File: config.mk
export PLATFORM = sky130hd
export DESIGN_NAME = spi_eeprom_page_sequencer_flat
export DESIGN_NICKNAME = d
export VERILOG_FILES = /design/src/rtl/core/seps_pkg.sv /design/src/rtl/core/seps_req_if.sv /design/src/rtl/core/seps_rsp_if.sv /design/src/rtl/core/spi_eeprom_page_sequencer.sv /design/src/flat_wrapper.sv
export SDC_FILE = /design/constraint.sdc
export NUM_CORES = 1
export LEC_CHECK = 0
export ABC_AREA = 1
export BUFFER_PORTS_ARGS = -buffer_cell sky130_fd_sc_hd__buf_2
export CAP_MARGIN = 20
export CORE_MARGIN = 5
export CORE_UTILIZATION = 50
export DETAILED_ROUTE_END_ITERATION = 8
export PLACE_DENSITY = 0.67
export SETUP_SLACK_MARGIN = 0.4
export SKIP_LAST_GASP = 1
export SLEW_MARGIN = 20
export SYNTH_ARGS = -nofsm -noshare
export SYNTH_HDL_FRONTEND = slang
export SYNTH_SLANG_ARGS = --single-unit
File: constraint.sdc
create_clock -name clk -period 6.34 [get_ports clk]
set_input_delay 0.634 -clock clk [delete_from_list [all_inputs] [get_ports clk]]
set_output_delay 0.634 -clock clk [all_outputs]
set_load 0.05 [all_outputs]
File: src/rtl/core/seps_pkg.sv
`timescale 1ns / 1ps
// ----------------------------------------------------------------------------
// seps_pkg
// Shared types, command codes and beat builders for the SPI EEPROM page
// sequencer.
// ----------------------------------------------------------------------------
package seps_pkg;

	localparam int OPCODE_W  = 3;
	localparam int START_W   = 14;
	localparam int BYTE_W    = 8;

	typedef enum logic [OPCODE_W-1:0] {
		OP_BEGIN_WRITE  = 3'd0,
		OP_WRITE_DATA   = 3'd1,
		OP_BEGIN_READ   = 3'd2,
		OP_READ_NEXT    = 3'd3,
		OP_STATUS_REPLY = 3'd4,
		OP_READ_REPLY   = 3'd5
	} opcode_t;

	localparam logic [BYTE_W-1:0] CMD_WREN  = 8'h06;
	localparam logic [BYTE_W-1:0] CMD_RDSR  = 8'h05;
	localparam logic [BYTE_W-1:0] CMD_WRITE = 8'h02;
	localparam logic [BYTE_W-1:0] CMD_WRDI  = 8'h04;
	localparam logic [BYTE_W-1:0] CMD_READ  = 8'h03;
	localparam logic [BYTE_W-1:0] DUMMY     = 8'h00;

	localparam int SR_WIP_BIT = 0;
	localparam int SR_WEL_BIT = 1;

	typedef struct packed {
		logic [BYTE_W-1:0] spi_out_byte;
		logic              send_valid;
		logic              deselect_after;
		logic [BYTE_W-1:0] read_value;
		logic              read_valid;
		logic              op_done;
	} beat_t;

	function automatic beat_t send_beat(input logic [BYTE_W-1:0] b, input logic desel);
		beat_t r;
		r = '0;
		r.spi_out_byte   = b;
		r.send_valid     = 1'b1;
		r.deselect_after = desel;
		return r;
	endfunction

	function automatic beat_t read_beat(input logic [BYTE_W-1:0] b, input logic last);
		beat_t r;
		r = '0;
		r.read_value = b;
		r.read_valid = 1'b1;
		r.op_done    = last;
		return r;
	endfunction

	function automatic beat_t done_beat();
		beat_t r;
		r = '0;
		r.op_done = 1'b1;
		return r;
	endfunction

endpackage

File: src/rtl/core/seps_req_if.sv
`timescale 1ns / 1ps
// ----------------------------------------------------------------------------
// seps_req_if
// Request channel: host requests and EEPROM replies into the sequencer.
// ----------------------------------------------------------------------------
interface seps_req_if;
	logic                         valid;
	logic                         ready;
	logic [seps_pkg::OPCODE_W-1:0] opcode;
	logic [seps_pkg::START_W-1:0]  start_address;
	logic [seps_pkg::BYTE_W-1:0]   data_byte;
	logic                         final_item;

	modport source (output valid, opcode, start_address, data_byte, final_item, input ready);
	modport sink   (input valid, opcode, start_address, data_byte, final_item, output ready);
endinterface

File: src/rtl/core/seps_rsp_if.sv
`timescale 1ns / 1ps
// ----------------------------------------------------------------------------
// seps_rsp_if
// Result channel: SPI bytes, read data and completion marks.
// ----------------------------------------------------------------------------
interface seps_rsp_if;
	logic                       valid;
	logic                       ready;
	logic [seps_pkg::BYTE_W-1:0] spi_out_byte;
	logic                       send_valid;
	logic                       deselect_after;
	logic [seps_pkg::BYTE_W-1:0] read_value;
	logic                       read_valid;
	logic                       op_done;
	logic                       run_end;

	modport source (output valid, spi_out_byte, send_valid, deselect_after, read_value,
		read_valid, op_done, run_end, input ready);
	modport sink   (input valid, spi_out_byte, send_valid, deselect_after, read_value,
		read_valid, op_done, run_end, output ready);
endinterface

File: src/rtl/core/spi_eeprom_page_sequencer.sv
`timescale 1ns / 1ps
// ----------------------------------------------------------------------------
// spi_eeprom_page_sequencer
// Command sequencer for a 25xx-style SPI EEPROM: page writes with enable,
// status polling and page-wrap handling, and streamed reads.
// ----------------------------------------------------------------------------
//  channel  dir  handshake      content
//  req      in   valid/ready    opcode, start_address, data_byte, final_item
//  rsp      out  valid/ready    one SPI byte, read byte or done mark per beat
//
//  a request enters a one-entry input register and is decoded into up to
//  three result beats, held in a three-entry result buffer
//  one result beat leaves per cycle while rsp.ready is high; the next
//  request waits in the input register while the buffer drains
//  after a begin write, the page offset of the new address settles through
//  the pend_s1 (reciprocal multiply) and pend_s2 (correction) steps before
//  the next request runs
//  arst_n clears phase, address, buffer and input register
// ----------------------------------------------------------------------------
module spi_eeprom_page_sequencer #(
	parameter int PAGE_BYTES   = 64,
	parameter int ADDRESS_BITS = 14
) (
	input  logic        clk,
	input  logic        arst_n,
	seps_req_if.sink    req,
	seps_rsp_if.source  rsp
);

	localparam int AB     = ADDRESS_BITS;
	localparam int OFF_W  = (PAGE_BYTES > 1) ? $clog2(PAGE_BYTES) : 1;
	localparam int RECIP  = (2 ** ADDRESS_BITS) / PAGE_BYTES;
	localparam int BW     = seps_pkg::BYTE_W;

	typedef enum logic [6:0] {
		PH_IDLE       = 7'b0000001,
		PH_WEL_SET    = 7'b0000010,
		PH_WRITE      = 7'b0000100,
		PH_WIP_CLEAR  = 7'b0001000,
		PH_WEL_CLEAR  = 7'b0010000,
		PH_READ_READY = 7'b0100000,
		PH_READ_WAIT  = 7'b1000000
	} phase_t;

	// input register
	logic                          s1_valid_q;
	logic [seps_pkg::OPCODE_W-1:0] s1_opcode_q;
	logic [seps_pkg::START_W-1:0]  s1_start_q;
	logic [BW-1:0]                 s1_data_q;
	logic                          s1_final_q;

	// sequencer state
	phase_t          phase_q, phase_n;
	logic [AB-1:0]   addr_q, addr_n;
	logic [OFF_W-1:0] off_q, off_n;
	logic            finishing_q, finishing_n;

	// result buffer
	seps_pkg::beat_t beat_q [3];
	seps_pkg::beat_t beat_n [3];
	logic [1:0]      cnt_q, cnt_n;
	logic [1:0]      idx_q;

	// page offset recovery
	logic            pend_s1, pend_s2;
	logic [AB-1:0]   quot_s2;
	logic [2*AB-1:0] prod_c;
	logic [AB:0]     rem_full_c, rem_c;

	logic            out_fire, out_last, buf_free, proc, load_off;
	logic [AB-1:0]   ld_addr, addr_inc;
	logic [15:0]     addr16_cur, addr16_ld;
	logic            boundary;

	assign out_fire = rsp.valid && rsp.ready;
	assign out_last = (idx_q == cnt_q - 2'd1);
	assign buf_free = (cnt_q == 2'd0) || (out_fire && out_last);
	assign proc     = s1_valid_q && buf_free && !pend_s1 && !pend_s2;
	assign req.ready = !s1_valid_q || proc;

	assign ld_addr    = AB'(s1_start_q);
	assign addr_inc   = addr_q + AB'(1);
	assign addr16_cur = 16'(addr_q);
	assign addr16_ld  = 16'(ld_addr);

	always_comb begin
		phase_n     = phase_q;
		addr_n      = addr_q;
		off_n       = off_q;
		finishing_n = finishing_q;
		cnt_n       = 2'd0;
		load_off    = 1'b0;
		boundary    = 1'b0;
		for (int i = 0; i < 3; i++) begin
			beat_n[i] = '0;
		end
		unique case (phase_q)
			PH_IDLE: begin
				if (s1_opcode_q == seps_pkg::OP_BEGIN_WRITE) begin
					addr_n      = ld_addr;
					finishing_n = 1'b0;
					load_off    = 1'b1;
					beat_n[0]   = seps_pkg::send_beat(seps_pkg::CMD_WREN, 1'b1);
					beat_n[1]   = seps_pkg::send_beat(seps_pkg::CMD_RDSR, 1'b0);
					beat_n[2]   = seps_pkg::send_beat(seps_pkg::DUMMY, 1'b1);
					cnt_n       = 2'd3;
					phase_n     = PH_WEL_SET;
				end else if (s1_opcode_q == seps_pkg::OP_BEGIN_READ) begin
					addr_n      = ld_addr;
					finishing_n = 1'b0;
					beat_n[0]   = seps_pkg::send_beat(seps_pkg::CMD_READ, 1'b0);
					beat_n[1]   = seps_pkg::send_beat(addr16_ld[15:8], 1'b0);
					beat_n[2]   = seps_pkg::send_beat(addr16_ld[7:0], 1'b0);
					cnt_n       = 2'd3;
					phase_n     = PH_READ_READY;
				end
			end
			PH_WEL_SET: begin
				if (s1_opcode_q == seps_pkg::OP_STATUS_REPLY) begin
					if (!s1_data_q[seps_pkg::SR_WEL_BIT]) begin
						beat_n[0] = seps_pkg::send_beat(seps_pkg::CMD_RDSR, 1'b0);
						beat_n[1] = seps_pkg::send_beat(seps_pkg::DUMMY, 1'b1);
						cnt_n     = 2'd2;
					end else begin
						beat_n[0] = seps_pkg::send_beat(seps_pkg::CMD_WRITE, 1'b0);
						beat_n[1] = seps_pkg::send_beat(addr16_cur[15:8], 1'b0);
						beat_n[2] = seps_pkg::send_beat(addr16_cur[7:0], 1'b0);
						cnt_n     = 2'd3;
						phase_n   = PH_WRITE;
					end
				end
			end
			PH_WRITE: begin
				if (s1_opcode_q == seps_pkg::OP_WRITE_DATA) begin
					addr_n = addr_inc;
					if (addr_inc == '0 || 32'(off_q) == PAGE_BYTES - 1) begin
						off_n = '0;
					end else begin
						off_n = off_q + OFF_W'(1);
					end
					boundary  = (off_n == '0);
					beat_n[0] = seps_pkg::send_beat(s1_data_q, boundary || s1_final_q);
					cnt_n     = 2'd1;
					if (boundary || s1_final_q) begin
						finishing_n = s1_final_q;
						beat_n[1]   = seps_pkg::send_beat(seps_pkg::CMD_RDSR, 1'b0);
						beat_n[2]   = seps_pkg::send_beat(seps_pkg::DUMMY, 1'b1);
						cnt_n       = 2'd3;
						phase_n     = PH_WIP_CLEAR;
					end
				end
			end
			PH_WIP_CLEAR: begin
				if (s1_opcode_q == seps_pkg::OP_STATUS_REPLY) begin
					if (s1_data_q[seps_pkg::SR_WIP_BIT]) begin
						beat_n[0] = seps_pkg::send_beat(seps_pkg::CMD_RDSR, 1'b0);
						beat_n[1] = seps_pkg::send_beat(seps_pkg::DUMMY, 1'b1);
						cnt_n     = 2'd2;
					end else begin
						if (finishing_q) begin
							beat_n[0] = seps_pkg::send_beat(seps_pkg::CMD_WRDI, 1'b1);
							phase_n   = PH_WEL_CLEAR;
						end else begin
							beat_n[0] = seps_pkg::send_beat(seps_pkg::CMD_WREN, 1'b1);
							phase_n   = PH_WEL_SET;
						end
						beat_n[1] = seps_pkg::send_beat(seps_pkg::CMD_RDSR, 1'b0);
						beat_n[2] = seps_pkg::send_beat(seps_pkg::DUMMY, 1'b1);
						cnt_n     = 2'd3;
					end
				end
			end
			PH_WEL_CLEAR: begin
				if (s1_opcode_q == seps_pkg::OP_STATUS_REPLY) begin
					if (s1_data_q[seps_pkg::SR_WEL_BIT]) begin
						beat_n[0] = seps_pkg::send_beat(seps_pkg::CMD_RDSR, 1'b0);
						beat_n[1] = seps_pkg::send_beat(seps_pkg::DUMMY, 1'b1);
						cnt_n     = 2'd2;
					end else begin
						beat_n[0]   = seps_pkg::done_beat();
						cnt_n       = 2'd1;
						finishing_n = 1'b0;
						phase_n     = PH_IDLE;
					end
				end
			end
			PH_READ_READY: begin
				if (s1_opcode_q == seps_pkg::OP_READ_NEXT) begin
					finishing_n = s1_final_q;
					beat_n[0]   = seps_pkg::send_beat(seps_pkg::DUMMY, s1_final_q);
					cnt_n       = 2'd1;
					phase_n     = PH_READ_WAIT;
				end
			end
			PH_READ_WAIT: begin
				if (s1_opcode_q == seps_pkg::OP_READ_REPLY) begin
					beat_n[0]   = seps_pkg::read_beat(s1_data_q, finishing_q);
					cnt_n       = 2'd1;
					addr_n      = addr_inc;
					finishing_n = 1'b0;
					phase_n     = finishing_q ? PH_IDLE : PH_READ_READY;
				end
			end
			default: begin
				phase_n = PH_IDLE;
			end
		endcase
	end

	// input register
	always_ff @(posedge clk or negedge arst_n) begin
		if (!arst_n) begin
			s1_valid_q <= 1'b0;
		end else if (req.ready) begin
			s1_valid_q <= req.valid;
		end
	end

	always_ff @(posedge clk) begin
		if (req.valid && req.ready) begin
			s1_opcode_q <= req.opcode;
			s1_start_q  <= req.start_address;
			s1_data_q   <= req.data_byte;
			s1_final_q  <= req.final_item;
		end
	end

	// state and result buffer
	always_ff @(posedge clk or negedge arst_n) begin
		if (!arst_n) begin
			phase_q     <= PH_IDLE;
			addr_q      <= '0;
			finishing_q <= 1'b0;
			off_q       <= '0;
			cnt_q       <= 2'd0;
			idx_q       <= 2'd0;
			pend_s1     <= 1'b0;
			pend_s2     <= 1'b0;
		end else begin
			pend_s1 <= proc && load_off;
			pend_s2 <= pend_s1;
			if (proc) begin
				phase_q     <= phase_n;
				addr_q      <= addr_n;
				finishing_q <= finishing_n;
				off_q       <= off_n;
				cnt_q       <= cnt_n;
				idx_q       <= 2'd0;
			end else begin
				if (out_fire) begin
					if (out_last) begin
						cnt_q <= 2'd0;
						idx_q <= 2'd0;
					end else begin
						idx_q <= idx_q + 2'd1;
					end
				end
				if (pend_s2) begin
					off_q <= OFF_W'(rem_c);
				end
			end
		end
	end

	always_ff @(posedge clk) begin
		if (proc) begin
			for (int i = 0; i < 3; i++) begin
				beat_q[i] <= beat_n[i];
			end
		end
	end

	// page offset of a freshly loaded address
	assign prod_c = (2*AB)'(addr_q) * (2*AB)'(RECIP);

	always_ff @(posedge clk) begin
		if (pend_s1) begin
			quot_s2 <= prod_c[2*AB-1:AB];
		end
	end

	assign rem_full_c = (AB+1)'(addr_q) - (AB+1)'(quot_s2 * AB'(PAGE_BYTES));
	assign rem_c      = (32'(rem_full_c) >= PAGE_BYTES) ?
		rem_full_c - (AB+1)'(PAGE_BYTES) : rem_full_c;

	// result port
	assign rsp.valid          = (cnt_q != 2'd0);
	assign rsp.spi_out_byte   = beat_q[idx_q].spi_out_byte;
	assign rsp.send_valid     = beat_q[idx_q].send_valid;
	assign rsp.deselect_after = beat_q[idx_q].deselect_after;
	assign rsp.read_value     = beat_q[idx_q].read_value;
	assign rsp.read_valid     = beat_q[idx_q].read_valid;
	assign rsp.op_done        = beat_q[idx_q].op_done;
	assign rsp.run_end        = out_last;

	// checks
	a_idx_in_range: assert property (@(posedge clk) disable iff (!arst_n)
		rsp.valid |-> (idx_q < cnt_q))
		else $error("result index beyond buffered beats");

	a_off_in_page: assert property (@(posedge clk) disable iff (!arst_n)
		(!pend_s1 && !pend_s2) |-> (32'(off_q) < PAGE_BYTES))
		else $error("page offset out of range");

	a_done_ends_run: assert property (@(posedge clk) disable iff (!arst_n)
		(rsp.valid && rsp.op_done) |-> rsp.run_end)
		else $error("done beat is not the last of its run");

	a_beat_kind: assert property (@(posedge clk) disable iff (!arst_n)
		rsp.valid |-> ((rsp.send_valid != rsp.read_valid) || rsp.op_done))
		else $error("beat carries neither or both of send and read data");

endmodule

File: src/flat_wrapper.sv
// flat-port wrapper written by rule: the top's interface ports become plain ports
module spi_eeprom_page_sequencer_flat 
#(
	parameter int PAGE_BYTES   = 64,
	parameter int ADDRESS_BITS = 14
)
  (clk, arst_n, req_valid, req_opcode, req_start_address, req_data_byte, req_final_item, req_ready, rsp_valid, rsp_spi_out_byte, rsp_send_valid, rsp_deselect_after, rsp_read_value, rsp_read_valid, rsp_op_done, rsp_run_end, rsp_ready);
  seps_req_if req_i ();
  seps_rsp_if rsp_i ();
  input  logic clk;
  input  logic arst_n;
  input wire logic [$bits(req_i.valid)-1:0] req_valid;
  input wire logic [$bits(req_i.opcode)-1:0] req_opcode;
  input wire logic [$bits(req_i.start_address)-1:0] req_start_address;
  input wire logic [$bits(req_i.data_byte)-1:0] req_data_byte;
  input wire logic [$bits(req_i.final_item)-1:0] req_final_item;
  output wire logic [$bits(req_i.ready)-1:0] req_ready;
  output wire logic [$bits(rsp_i.valid)-1:0] rsp_valid;
  output wire logic [$bits(rsp_i.spi_out_byte)-1:0] rsp_spi_out_byte;
  output wire logic [$bits(rsp_i.send_valid)-1:0] rsp_send_valid;
  output wire logic [$bits(rsp_i.deselect_after)-1:0] rsp_deselect_after;
  output wire logic [$bits(rsp_i.read_value)-1:0] rsp_read_value;
  output wire logic [$bits(rsp_i.read_valid)-1:0] rsp_read_valid;
  output wire logic [$bits(rsp_i.op_done)-1:0] rsp_op_done;
  output wire logic [$bits(rsp_i.run_end)-1:0] rsp_run_end;
  input wire logic [$bits(rsp_i.ready)-1:0] rsp_ready;
  assign req_i.valid = req_valid;
  assign req_i.opcode = req_opcode;
  assign req_i.start_address = req_start_address;
  assign req_i.data_byte = req_data_byte;
  assign req_i.final_item = req_final_item;
  assign req_ready = req_i.ready;
  assign rsp_valid = rsp_i.valid;
  assign rsp_spi_out_byte = rsp_i.spi_out_byte;
  assign rsp_send_valid = rsp_i.send_valid;
  assign rsp_deselect_after = rsp_i.deselect_after;
  assign rsp_read_value = rsp_i.read_value;
  assign rsp_read_valid = rsp_i.read_valid;
  assign rsp_op_done = rsp_i.op_done;
  assign rsp_run_end = rsp_i.run_end;
  assign rsp_i.ready = rsp_ready;
  spi_eeprom_page_sequencer #(.PAGE_BYTES(PAGE_BYTES), .ADDRESS_BITS(ADDRESS_BITS)) u_core (.clk(clk), .arst_n(arst_n), .req(req_i), .rsp(rsp_i));
endmodule
==> results of run 1 <==
==> kinds of logic after synthesis <==
| group | after synthesis | synth area share |
|---|---|---|
| fa+ha+maj | 3 | 0.00731 |
| buf+inv | 96 | 0.0714 |
| simple gates | 307 | 0.259 |
| xor+xnor | 7 | 0.0119 |
| flops | 99 | 0.545 |
| compound gates | 98 | 0.105 |
==> worst min path at each step <==
stage | slack, ns | start | to
after CTS | 0.39 | arst_n | u_core.finishing_q$_DFFE_PN0P_
after global routing | 0.40 | u_core.pend_s1$_DFF_PN0_ | u_core.pend_s2$_DFF_PN0_
after global placement | 0.37 | u_core.pend_s1$_DFF_PN0_ | u_core.pend_s2$_DFF_PN0_
final | 0.36 | arst_n | u_core.off_q[2]$_DFFE_PN0P_
after detailed placement | 0.36 | u_core.pend_s1$_DFF_PN0_ | u_core.pend_s2$_DFF_PN0_
after floorplan | 0.34 | arst_n | u_core.addr_q[0]$_DFFE_PN0P_
==> through the flow <==
stage          cell area [um^2]  cells  hold WS (ns)
3_5_place_dp               5520    784         0.364
3_3_place_gp               5520    784         0.369
2_1_floorplan              5130    610         0.338
5_1_grt                    5710    800         0.403
4_1_cts                    5710    800         0.391
6_report                   5710    800         0.362
==> state kept, by name (all words and copies together) (netlist names) <==
name                flops
u_core.phase_q          7
u_core.finishing_q      1
u_core.idx_q            2
u_core.addr_q          14
u_core.s1_opcode_q      3
u_core.off_q            6
u_core.cnt_q            2
u_core.pend_s1          1
u_core.ld_addr         14
u_core.beat_q          38
u_core.pend_s2          1
u_core.s1_data_q        8
u_core.s1_final_q       1
u_core.s1_valid_q       1
==> routing by layer <==
layer	track usage	wire length, um	vias to the layer above
met4	0.0795	295	0
met3	0.0266	755	22
met5	0	0	-
li1	-	-	2129
met1	0.299	5830	2007
met2	0.321	5680	156
==> area by class of cell <==
cell class,count,area share
sequential,99,0.490
multi-input combinational,415,0.346
inverter,80,0.0526
timing repair buffer,54,0.0482
tap,136,0.0298
clock buffer,9,0.0217
clock inverter,7,0.0114
==> power by group through the flow <==
stage                     Combinational, mW  Clock, mW  Sequential [mW]
after global placement                 1.37          0             1.20
after global routing                   1.55      0.435             1.23
final                                  1.41      0.399             1.20
after CTS                              1.41      0.401             1.20
after floorplan                        1.12          0             1.12
after detailed placement               1.40          0             1.21
==> cell usage after synthesis, types with 4 or more instances <==
cell / instances
xor2_1: 7
a21oi_1: 26
o21ai_1: 4
nand3_1: 41
nand2_2: 4
nand4_1: 12
a31oi_1: 4
nand2_1: 150
edfxtp_1: 64
nor3_1: 6
o21ai_0: 47
nor2_1: 80
o22ai_1: 8
clkbuf_1: 10
buf_2: 5
inv_1: 76
dfrtp_1: 34
==> worst max-delay path, cell delays in order (launching register included) <==
cell and delay [ns]:
dfrtp_1 0.89, xor2_1 0.22, nand2_1 0.13, o21ai_1 0.16, nand2_1 0.06, nor2_1 0.12
nand2_1 0.26, inv_1 0.52, buf_4 0.44, nand2_1 0.47, nand2_1 0.18, o21ai_0 0.11
==> flow_summary.ini, run 1 <==
[timing]
fin_setup_tns_ns = 0
final_hold_viol_count = 0
post-route-min-period_ns = 3.73
slew_headroom = 0.410
max_freq_mhz = 268
rsz0062_at_grt = false
final.setup_skew_ns = 0.0150
fin_crit_sh = 0.589
setup_slack_ns = 2.61
tightest_slew_ns = 0.885
finalSetupViolations = 0
drv_slew = 0

[floorplanning]
ios = 53
die_y_um = 111
die_x_um = 111
num_rows = 37
coreArea_um2 = 10200
die_area_um2 = 12400
start_util = 0.504

[pwr]
p_per_area_nw_per_um2 = 527
power_mw = 3.01
p_seq_frac = 0.400
sw_frac_of_total = 0.497
p_comb_frac = 0.468
switching_power_mw = 1.50
power.internal_mw = 1.51
peakVddDrop_uv = 375
power_leakage_nw = 2.64
clkPwrFrac = 0.133

[grt]
grt_overflow_total = 0
grt.total_usage = 0.207
grt_max_degree = 36
grt_pass1_wl_mm = 20.6
grt_pass1_vias = 4145
antenna_found_initial = 0

[drt]
drtIter0Drc = 378
first_pass_iters = 5
ant_nets = 0
num_vias = 4314
via_per_inst = 5.39
finalWirelength_mm = 12.6
wl_per_cell_um = 15.7
post-route-drc-count = 0

[cells_and_area]
multi_input_area_um2 = 1970
final_common_cell = nand2_1
fill_cells = 925
ff_latch_area_um2 = 2800
nNetsFinal = 692
final_cell_mix = nand2_1, nor2_1, inv_1, edfxtp_1, buf_2
fin_util = 0.560
drive_above_1_share = 0.136
diodes = 0
area_growth_pct = 11.1

[synthesis]
synth_top_area_cell = edfxtp_1
synth_top_cell_area_share = 0.374
synth-edff-count = 64
ys_seq_elements = 99
synth_warnings = 0
yosysSeqAreaShare = 0.545
syn_nets = 643
syn_inst = 610
synth_area_leaders = edfxtp_1, dfrtp_1, nand2_1
ys_async_sr_fraction = 0.354
avgSynthCellArea_um2 = 8.42
yosys_most_used_dff = edfxtp_1
netlist_area_um2 = 5130
ys_types = 34

[placed_design]
detailed_place_hpwl_mm = 9.10
port_buffers = 52
place_ws_ns = 2.66
gp_congestion = 0.921

[cts]
clock-sinks = 99
htreeDepth = 3
cts_tree = done
cts_setup_buffers = 0
cts.clk_slew.worst_paths_ns = 0.10
cts_buffer_depth = 2
cts_made_buffers = 9
holdBufCountCts = 0
clk_latency_ns = 0.39
post_cts_resized = 0
clockRootBuffer = clkbuf_8

[job]
cap_violations = 0

[status]
status = completed

[critical_path]
rr_worst_depth = 11
critPathMaxFanout = 28
end_kind = flop
r2r-start = u_core.idx_q[1]$_DFFE_PN0P_
crit_required_ns = 6.57
cp-endpoint = u_core.addr_q[8]$_DFFE_PN0P_
r2r_end = u_core.addr_q[8]$_DFFE_PN0P_
cp-start-kind = flop
rrSetupSlack_ns = 2.61
critical_path_class = reg2reg
crit_start = u_core.idx_q[1]$_DFFE_PN0P_
critPathArrivalTime_ns = 3.97

[hold_path]
hp-class = in2async
Note: power is estimated with default switching activity, not from simulation.
==> inputs of run 2 (changes only) <==
Clock period 6.34 ns to 3.6 ns, I/O delays scaled along.
==> run 2 against run 1 <==
Worst setup slack worse by 1.9 ns. Clock power is 72% higher. Worst hold slack worse by 0.27 ns. Global-route usage is 0.43 points higher. Power is 76% higher. Critical path depth is 1 higher. Via count is 1.8% higher. Final cell count is 0.13% higher.
==> flow_summary.ini, run 2 (same netlist as run 1, synthesis figures left out) <==
[timing]
max_freq_mhz = 343
fin_setup_tns_ns = 0
fin_worst_hold_slack_ns = 0.0924
rsz0062_at_grt = false
final_hold_viol_count = 0
slew_headroom = 0.427
finalSetupViolations = 0
fin_crit_sh = 0.810
tightest_slew_ns = 0.860
drv_slew = 0
final.setup_skew_ns = 0.0129
post-route-min-period_ns = 2.92

[floorplanning]
die_y_um = 111
num_rows = 37
die_x_um = 111
start_util = 0.504
coreArea_um2 = 10200
die_area_um2 = 12400
ios = 53

[grt]
grt_pass1_wl_mm = 20.8
grt_overflow_total = 0
grt.total_usage = 0.211
grt_pass1_vias = 4220
antenna_found_initial = 0
grt_max_degree = 36

[cells_and_area]
drive_above_1_share = 0.132
final_common_cell = nand2_1
final_cell_mix = nand2_1, nor2_1, inv_1, edfxtp_1, buf_2
nNetsFinal = 694
largest_reg_flops = 38
diodes = 0
top_register = u_core.beat_q
area_growth_pct = 11.4

[critical_path]
cp_cell_sequence = inv_1 > ha_1 > xor2_1 > nand2_1 > o21ai_1 > nand2_1 > nor2_1 > nand2_1 > inv_1 > buf_4 > o21ai_0 > o21ai_0
critical_path_class = reg2reg
end_kind = flop
critPathArrivalTime_ns = 3.21
r2r-start = u_core.cnt_q[0]$_DFFE_PN0P_
critPathTopFamily = buffers and inverters
crit_required_ns = 3.89
crit_top_cell = nand2_1
slowest_stage = buf_4
cp-start-kind = flop
r2r_end = u_core.cnt_q[0]$_DFFE_PN0P_
critPathMaxFanout = 33
slowest_delay_ns = 0.45
rrSetupSlack_ns = 0.68
rr_worst_depth = 12
cp.buffers_inverters = 3

[status]
status = completed

[hold_path]
hp-class = in2async

[pwr]
sw_frac_of_total = 0.484
power_leakage_nw = 2.65
switching_power_mw = 2.57
power_mw = 5.30
p_seq_frac = 0.397
power.internal_mw = 2.74
p_comb_frac = 0.473
clkPwrFrac = 0.130
peakVddDrop_uv = 577
p_per_area_nw_per_um2 = 927

[cts]
clk_latency_ns = 0.38
cts_made_buffers = 9
htreeDepth = 3
clockRootBuffer = clkbuf_8
clock-sinks = 99
cts_buffer_depth = 2
cts_tree = done
cts.clk_slew.worst_paths_ns = 0.09

[drt]
first_pass_iters = 4
post-route-drc-count = 0
num_vias = 4390
ant_nets = 0
drtIter0Drc = 399
finalWirelength_mm = 12.6
wl_per_cell_um = 15.8
via_per_inst = 5.48

[placed_design]
detailed_place_hpwl_mm = 9.55
gp_congestion = 0.939
port_buffers = 52

[job]
cap_violations = 0
==> run 2: cell count changes in the layout (fill, tap and decap cells not counted), moves of 2 or more <==
cell,change
buf_4,+2
inv_8,-2
clkinv_1,+3
inv_6,-3
==> run 2: worst max path at each step <==
stage | start | end | slack [ns] | depth (start not counted)
detailed placement | u_core.cnt_q[0]$_DFFE_PN0P_ | u_core.addr_q[9]$_DFFE_PN0P_ | 0.65 | 11
finish | u_core.cnt_q[0]$_DFFE_PN0P_ | u_core.cnt_q[0]$_DFFE_PN0P_ | 0.68 | 12
global route | u_core.cnt_q[0]$_DFFE_PN0P_ | u_core.cnt_q[0]$_DFFE_PN0P_ | 0.50 | 12
floorplan | u_core.cnt_q[0]$_DFFE_PN0P_ | u_core.addr_q[8]$_DFFE_PN0P_ | 0.56 | 13
CTS | u_core.cnt_q[0]$_DFFE_PN0P_ | u_core.addr_q[9]$_DFFE_PN0P_ | 0.63 | 11
global placement | u_core.cnt_q[0]$_DFFE_PN0P_ | u_core.addr_q[6]$_DFFE_PN0P_ | 0.77 | 12
==> run 2: stage by stage <==
stage | instances | worst slack [ns] | util | cell area [um^2]
after CTS | 801 | 0.633 | 0.561 | 5720
final | 801 | 0.682 | 0.561 | 5720
after detailed placement | 786 | 0.654 | 0.543 | 5530
after global placement | 786 | 0.772 | 0.543 | 5530
after global routing | 801 | 0.501 | 0.561 | 5720
after floorplan | 610 | 0.563 | - | 5140
==> run 2: timing repair <==
| action | CTS | global route |
|---|---|---|
| buffers inserted | 0 | 0 |
| resized for setup | 0 | 1 |
| hold buffers | 0 | 0 |
| endpoints found under the setup margin | 0 | 6 |
==> run 2: worst register-to-register path: stages, from the launching register on <==
cell and delay, ns:
dfrtp_1 0.37, inv_1 0.06, ha_1 0.30, xor2_1 0.13, nand2_1 0.12, o21ai_1 0.20, nand2_1 0.09, nor2_1 0.14
nand2_1 0.27, inv_1 0.40, buf_4 0.45, o21ai_0 0.20, o21ai_0 0.12
==> run 2: metal layers <==
layer	share of wire	vias up	GRT usage	wire length, um
li1	-	2128	-	-
met1	0.45	2075	0.286	5670
met2	0.46	160	0.330	5750
met3	0.070	27	0.0533	883
met4	0.026	0	0.0795	329
met5	0	-	0	0
==> run 2: final cells by class <==
type                            count  area [um^2]
Clock inverter                      4         41.3
Timing Repair Buffer               56          290
Multi-Input combinational cell    415         1980
Clock buffer                       11          141
Tap cell                          136          170
Inverter                           80          300
Fill cell                         961         4470
Sequential cell                    99         2800
==> run 2: power groups by stage <==
stage	sequential (mW)	clock (mW)	combinational, mW
after floorplan	1.98	0	1.97
after global placement	2.11	0	2.45
after detailed placement	2.12	0	2.51
after CTS	2.10	0.710	2.51
after global routing	2.16	0.757	2.78
final	2.11	0.688	2.51
